[src/hw/rtl/lbct_pkg.sv]
// Shared types, codes and width helpers for the buffer cache tag table.
// Used by the entry cell, the top level and the checker; depends on nothing.
`default_nettype none

package lbct_pkg;

   // Default sizes and the fixed field widths of the request and response words.
   localparam int NUM_ENTRIES_DEF = 32;
   localparam int COUNT_BITS_DEF  = 8;
   localparam int DEVICE_W        = 4;
   localparam int BLOCK_W         = 20;
   localparam int INDEX_W         = 5;
   localparam int TICK_W          = 32;

   // Request opcodes.
   typedef enum logic [1:0] {
      OP_GET     = 2'd0,
      OP_RELEASE = 2'd1,
      OP_PIN     = 2'd2,
      OP_UNPIN   = 2'd3
   } opcode_type;

   // Response status codes.
   typedef enum logic [1:0] {
      ST_OK     = 2'd0,
      ST_NOFREE = 2'd1,
      ST_UNDER  = 2'd2,
      ST_SAT    = 2'd3
   } status_type;

   // Write commands broadcast from the controller to the selected cell.
   typedef enum logic [2:0] {
      UPD_NONE    = 3'd0,
      UPD_RETAG   = 3'd1,
      UPD_HIT     = 3'd2,
      UPD_INC     = 3'd3,
      UPD_DEC     = 3'd4,
      UPD_RELEASE = 3'd5
   } upd_op_type;

   // Broadcast bus: the write command plus the tags and tick of the current request.
   typedef struct packed {
      upd_op_type          op;
      logic [DEVICE_W-1:0] device;
      logic [BLOCK_W-1:0]  block;
      logic [TICK_W-1:0]   tick;
   } upd_type;

   // Width of an entry index for a table of n entries.
   function automatic int index_width(input int n);
      return (n > 1) ? $clog2(n) : 1;
   endfunction

   // Width of the search word handed from cell to cell.
   function automatic int carry_width(input int idx_w, input int count_bits);
      return 4 + 2 * idx_w + count_bits + TICK_W;
   endfunction

endpackage

`default_nettype wire

[src/hw/rtl/lbct_cell.sv]
// One entry of the buffer cache tag table: tags, count, tick and data-valid mark,
// plus one registered stage of the search chain. Depends on lbct_pkg.
`default_nettype none

module lbct_cell
   import lbct_pkg::*;
#(
   parameter int COUNT_BITS = COUNT_BITS_DEF,
   parameter int IDX_W      = index_width(NUM_ENTRIES_DEF),
   parameter int INDEX      = 0,
   localparam int CARRY_W   = carry_width(IDX_W, COUNT_BITS)
) (
   input  wire logic                  clock,
   input  wire logic                  reset,
   input  wire logic [CARRY_W-1:0]    prev_carry,
   output logic      [CARRY_W-1:0]    next_carry,
   input  wire upd_type               upd,
   input  wire logic                  upd_sel,
   output logic      [COUNT_BITS-1:0] count
);

   // Search word: first tag match so far and oldest free entry so far.
   typedef struct packed {
      logic                  live;
      logic                  hit;
      logic [IDX_W-1:0]      hit_idx;
      logic [COUNT_BITS-1:0] hit_count;
      logic                  hit_valid;
      logic                  vic;
      logic [IDX_W-1:0]      vic_idx;
      logic [TICK_W-1:0]     vic_tick;
   } carry_type;

   localparam logic [IDX_W-1:0] MY_INDEX = IDX_W'(INDEX);

   logic [DEVICE_W-1:0]   device_ff, device_in;
   logic [BLOCK_W-1:0]    block_ff, block_in;
   logic [COUNT_BITS-1:0] count_ff, count_in;
   logic [TICK_W-1:0]     tick_ff, tick_in;
   logic                  valid_ff, valid_in;
   carry_type             carry_ff, carry_in;
   carry_type             cin;
   logic                  match;

   assign cin   = carry_type'(prev_carry);
   assign match = (device_ff == upd.device) && (block_ff == upd.block);

   // Fold this entry into the search word: lower indexes keep priority on ties.
   always_comb begin
      carry_in = cin;
      if (!cin.hit && match) begin
         carry_in.hit       = 1'b1;
         carry_in.hit_idx   = MY_INDEX;
         carry_in.hit_count = count_ff;
         carry_in.hit_valid = valid_ff;
      end
      if ((count_ff == '0) && (!cin.vic || (tick_ff < cin.vic_tick))) begin
         carry_in.vic      = 1'b1;
         carry_in.vic_idx  = MY_INDEX;
         carry_in.vic_tick = tick_ff;
      end
   end

   // Apply a write command when this entry is the selected one.
   always_comb begin
      device_in = device_ff;
      block_in  = block_ff;
      count_in  = count_ff;
      tick_in   = tick_ff;
      valid_in  = valid_ff;
      if (upd_sel) begin
         case (upd.op)
            UPD_RETAG: begin
               device_in = upd.device;
               block_in  = upd.block;
               count_in  = COUNT_BITS'(1);
               valid_in  = 1'b1;
            end
            UPD_HIT: begin
               count_in = count_ff + 1'b1;
               valid_in = 1'b1;
            end
            UPD_INC: begin
               count_in = count_ff + 1'b1;
            end
            UPD_DEC: begin
               count_in = count_ff - 1'b1;
            end
            UPD_RELEASE: begin
               count_in = count_ff - 1'b1;
               if (count_ff == COUNT_BITS'(1)) begin
                  tick_in = upd.tick;
               end
            end
            default: begin
            end
         endcase
      end
   end

   // Entry state and chain stage; the whole table clears at reset.
   always_ff @(posedge clock) begin
      if (reset) begin
         device_ff <= '0;
         block_ff  <= '0;
         count_ff  <= '0;
         tick_ff   <= '0;
         valid_ff  <= 1'b0;
         carry_ff  <= '0;
      end else begin
         device_ff <= device_in;
         block_ff  <= block_in;
         count_ff  <= count_in;
         tick_ff   <= tick_in;
         valid_ff  <= valid_in;
         carry_ff  <= carry_in;
      end
   end

   assign next_carry = CARRY_W'(carry_ff);
   assign count      = count_ff;

endmodule

`default_nettype wire

[config.mk]
export PLATFORM = sky130hd
export DESIGN_NAME = lbct_cell
export DESIGN_NICKNAME = d
export VERILOG_FILES = /design/src/hw/rtl/lbct_pkg.sv /design/src/hw/rtl/lbct_cell.sv
export SDC_FILE = /design/constraint.sdc
export NUM_CORES = 1
export LEC_CHECK = 0
export ABC_AREA = 1
export BUFFER_PORTS_ARGS = -buffer_cell sky130_fd_sc_hd__buf_2
export CAP_MARGIN = 40
export CORE_UTILIZATION = 35
export CTS_BUF_LIST = sky130_fd_sc_hd__clkbuf_4 sky130_fd_sc_hd__clkbuf_8 sky130_fd_sc_hd__clkbuf_16
export CTS_CLUSTER_SIZE = 10
export DETAILED_ROUTE_END_ITERATION = 6
export SETUP_SLACK_MARGIN = 0.05
export SYNTH_ARGS = -nofsm -noshare
export SYNTH_HDL_FRONTEND = slang
export SYNTH_SLANG_ARGS = --single-unit
[constraint.sdc]
create_clock -name clock -period 2.4 [get_ports clock]
set_clock_uncertainty 0.2 [all_clocks]
set_input_delay 0 -clock clock [delete_from_list [all_inputs] [get_ports clock]]
set_output_delay 0 -clock clock [all_outputs]
set_load 0.01 [all_outputs]
==> out/metrics.cfg <==
[clocking]
cts_tree = done
clockRootBuffer = clkbuf_16
numCtsBuffers = 17
cts_setup_buffers = 0
cts_buffer_depth = 2
cts.clk_slew.worst_paths_ns = 0.06
cts_num_sinks = 119
cts_htree_levels = 4
clock_latency_ns = 0.42

[timing]
rsz0062_at_grt = true
finalWorstSetupSlack_ns = 0.195
clock.fmax_mhz = 454
setup_viol = 0
relSlewSlack_pct = 48.4
min_period_over_period_pct = 91.9
worst_pin_slew_ns = 0.773
post-route-min-period_ns = 2.20
setup_tns_ns = 0
hold_violations = 0
final-max-slew-violation-count = 0

[power]
irDropWorstVdd_mv = 0.574
p_leak_nw = 4.39
power_density_mw_per_mm2 = 665

[yosys]
synth-edff-count = 0
synthMuxAreaShare_pct = 0
synth-seq-area-share_pct = 41.1
async_flop_share_pct = 0
synth_top_family_by_area = simple AND/OR/NAND/NOR gates
yosys_warnings = 0
ys_top_cells_by_area = dfxtp_1 41%, a21oi_1 8.4%, nor2_1 8.0%
syn_avg_cell_area_sq_um = 7.29
synth_compound_area_share_pct = 16.1
synthAdderAreaFrac_pct = 7.98
syn_inst = 795
ys.flop_type = dfxtp_1
synthXorXnorAreaFrac_pct = 3.17
synth_area_sq_mm = 0.00580
yosysUniqueCellTypes = 36
synth_top_cell_area_share_pct = 41.1
synth_nets = 948
ys_ff_latch = 119
yosys.area_share.simple_pct = 21.0
synth_top_area_cell = dfxtp_1

[route]
dr.pass1.iters = 5
drt_iter0_markers = 208
vias = 6024
wl_um = 16200
route.detailed.drc = 0
vias_per_cell = 4.56
ant_nets = 0
wl_per_cell_um = 12.3

[worst_setup_path]
worst-path-buf-inv = 3
worstPathArrival_ns = 2.30
critPathLaunchType = flip-flop
critPathCaptureType = flip-flop
crit_slowest_cell = dlygate4sd3_1
ff2ff_path_depth = 11
cp_data_required_time_ns = 2.50
rrSetupSlack_ns = 0.20
startpoint = device_ff[3]$_SDFFE_PP0P_
critPathTopFamily = buffers and inverters
reg2reg_to = next_carry[51]$_SDFF_PP0_
path_common_cell = nor2_1
path_class = reg -> reg
max_stage_delay_ns = 0.56
crit_chain = nand2_1 > inv_1 > o22ai_1 > nor2_1 > nand4_1 > nor2_2 > nand2_2 > o21ai_1 > buf_4 > nor2_1 > dlygate4sd3_1
cp.depth = 11
crit_fanout = 5
worstReg2RegStart = device_ff[3]$_SDFFE_PP0P_

[floorplanning]
die_y_um = 131
fp-row-count = 46
core_sq_mm = 0.0160
io_pins = 178
start_util_pct = 36.2
dieArea_sq_mm = 0.0171
die_w_um = 131

[place]
io_buffers = 177
dp_slack_ns = 0.233
hpwl_um = 10200
place_congestion = 0.833

[grt]
grt_pass1_wl_um = 26300
antenna_found_initial = 2
grt_overflow = 0
grt_usage_pct = 19.7
grt_pass1_vias = 5606
grt_max_degree = 101

[layout]
fillers = 1464
final_nets = 1242
syn_to_final_growth_pct = 51.8
drive_above_1_share_pct = 22.1

[min_path]
hp-start = prev_carry[39]
whs_endpoint = next_carry[39]$_SDFF_PP0_
min_path_cells = 4
hold_class = in -> reg

[outcome]
outcome = finished clean

[run]
maxCapViolCount = 0

-- logic make-up after synthesis --
family          Yosys count
simple gates            290
compound gates          180
flops                   119
fa+ha+maj                37
buf+inv                 148
xor+xnor                 21
-- worst register-to-register path: cells and delay by family (launching register included) --
kind,cells,cell delay [ns]
compound gates,2,0.21
buf+inv,3,0.76
simple gates,6,0.59
flops,1,0.33
-- stage by stage --
step / cell area, sq um / hold slack [ns] / power [mW] / instances / util [%]
floorplan: 5800 / -0.121 / 2.74 / 795 / -
finish: 8800 / 0.139 / 5.85 / 1320 / 55.0
global route: 8800 / 0.155 / 6.16 / 1320 / 55.0
global placement: 6920 / 0.000971 / 3.10 / 1161 / 43.2
CTS: 8780 / 0.117 / 5.91 / 1318 / 54.9
detailed placement: 6920 / 0.0207 / 3.10 / 1161 / 43.2
-- power by group --
| group | internal, mW | switching (mW) |
|---|---|---|
| Clock | 1.69 | 0.936 |
| Sequential | 2.11 | 0.0498 |
| Combinational | 0.520 | 0.543 |
-- per-layer routing --
| layer | part of all wire, % | global-route usage, % |
|---|---|---|
| met3 | 6.3 | 5.46 |
| met5 | 0 | 0 |
| met2 | 47 | 33.2 |
| met4 | 1.4 | 6.22 |
| met1 | 45 | 24.2 |
-- placed cells by master, fill, tap and decap left out, types with 5 or more instances in the layout --
| master | count |
|---|---|
| a21oi_1 | 97 |
| buf_12 | 6 |
| buf_2 | 177 |
| buf_4 | 6 |
| clkbuf_16 | 17 |
| clkinvlp_4 | 5 |
| dfxtp_1 | 117 |
| dlygate4sd3_1 | 125 |
| ha_1 | 37 |
| inv_1 | 105 |
| nand2_1 | 102 |
| nand3_1 | 39 |
| nor2_1 | 122 |
| nor3_1 | 6 |
| o21ai_0 | 71 |
| xnor2_1 | 12 |
| xor2_1 | 9 |
-- layout make-up --
cell class | instances | area [sq um] | share of cell area, %
Antenna cell | 2 | 5.00 | 0.0569
Clock buffer | 20 | 460 | 5.23
Clock inverter | 12 | 151 | 1.72
Inverter | 109 | 409 | 4.65
Multi-Input combinational cell | 528 | 2820 | 32.0
Sequential cell | 119 | 2380 | 27.1
Tap cell | 216 | 270 | 3.07
Timing Repair Buffer | 314 | 2300 | 26.2
-- registers in the layout (all words and copies together) (netlist names) --
register and flops:
next_carry 54, tick_ff 32, block_ff 20, count 8
device_ff 4, valid_ff 1
-- cells in the mapped netlist, types with 2 or more instances --
cell / count
nand4_1: 3
nor3_2: 3
nand3_1: 39
inv_2: 4
nor2_2: 2
nor2_1: 124
o21ai_0: 72
buf_4: 2
nor3_1: 7
inv_1: 105
o31ai_1: 2
buf_2: 9
ha_1: 37
nand2_1: 104
buf_6: 6
dfxtp_1: 119
xnor2_1: 12
xor2_1: 9
o211ai_1: 2
nor4_1: 2
clkbuf_1: 21
a21oi_1: 97
-- worst max-delay path by stage --
stage / endpoint / slack, ns
floorplan: next_carry[10]$_SDFF_PP0_ / 0.51
detailed placement: next_carry[35]$_SDFF_PP0_ / 0.23
CTS: next_carry[50]$_SDFF_PP0_ / 0.07
finish: next_carry[51]$_SDFF_PP0_ / 0.20
global placement: next_carry[34]$_SDFF_PP0_ / 0.26
global route: next_carry[33]$_SDFF_PP0_ / 0.02
-- repair_timing --
item | 4_1_cts | 5_1_grt
hold buffers | 125 | 0
setup endpoints to repair | 0 | 15
hold endpoints to repair | 119 | 0
resized for setup | 0 | 6
Power figures use the tool's default switching activity.
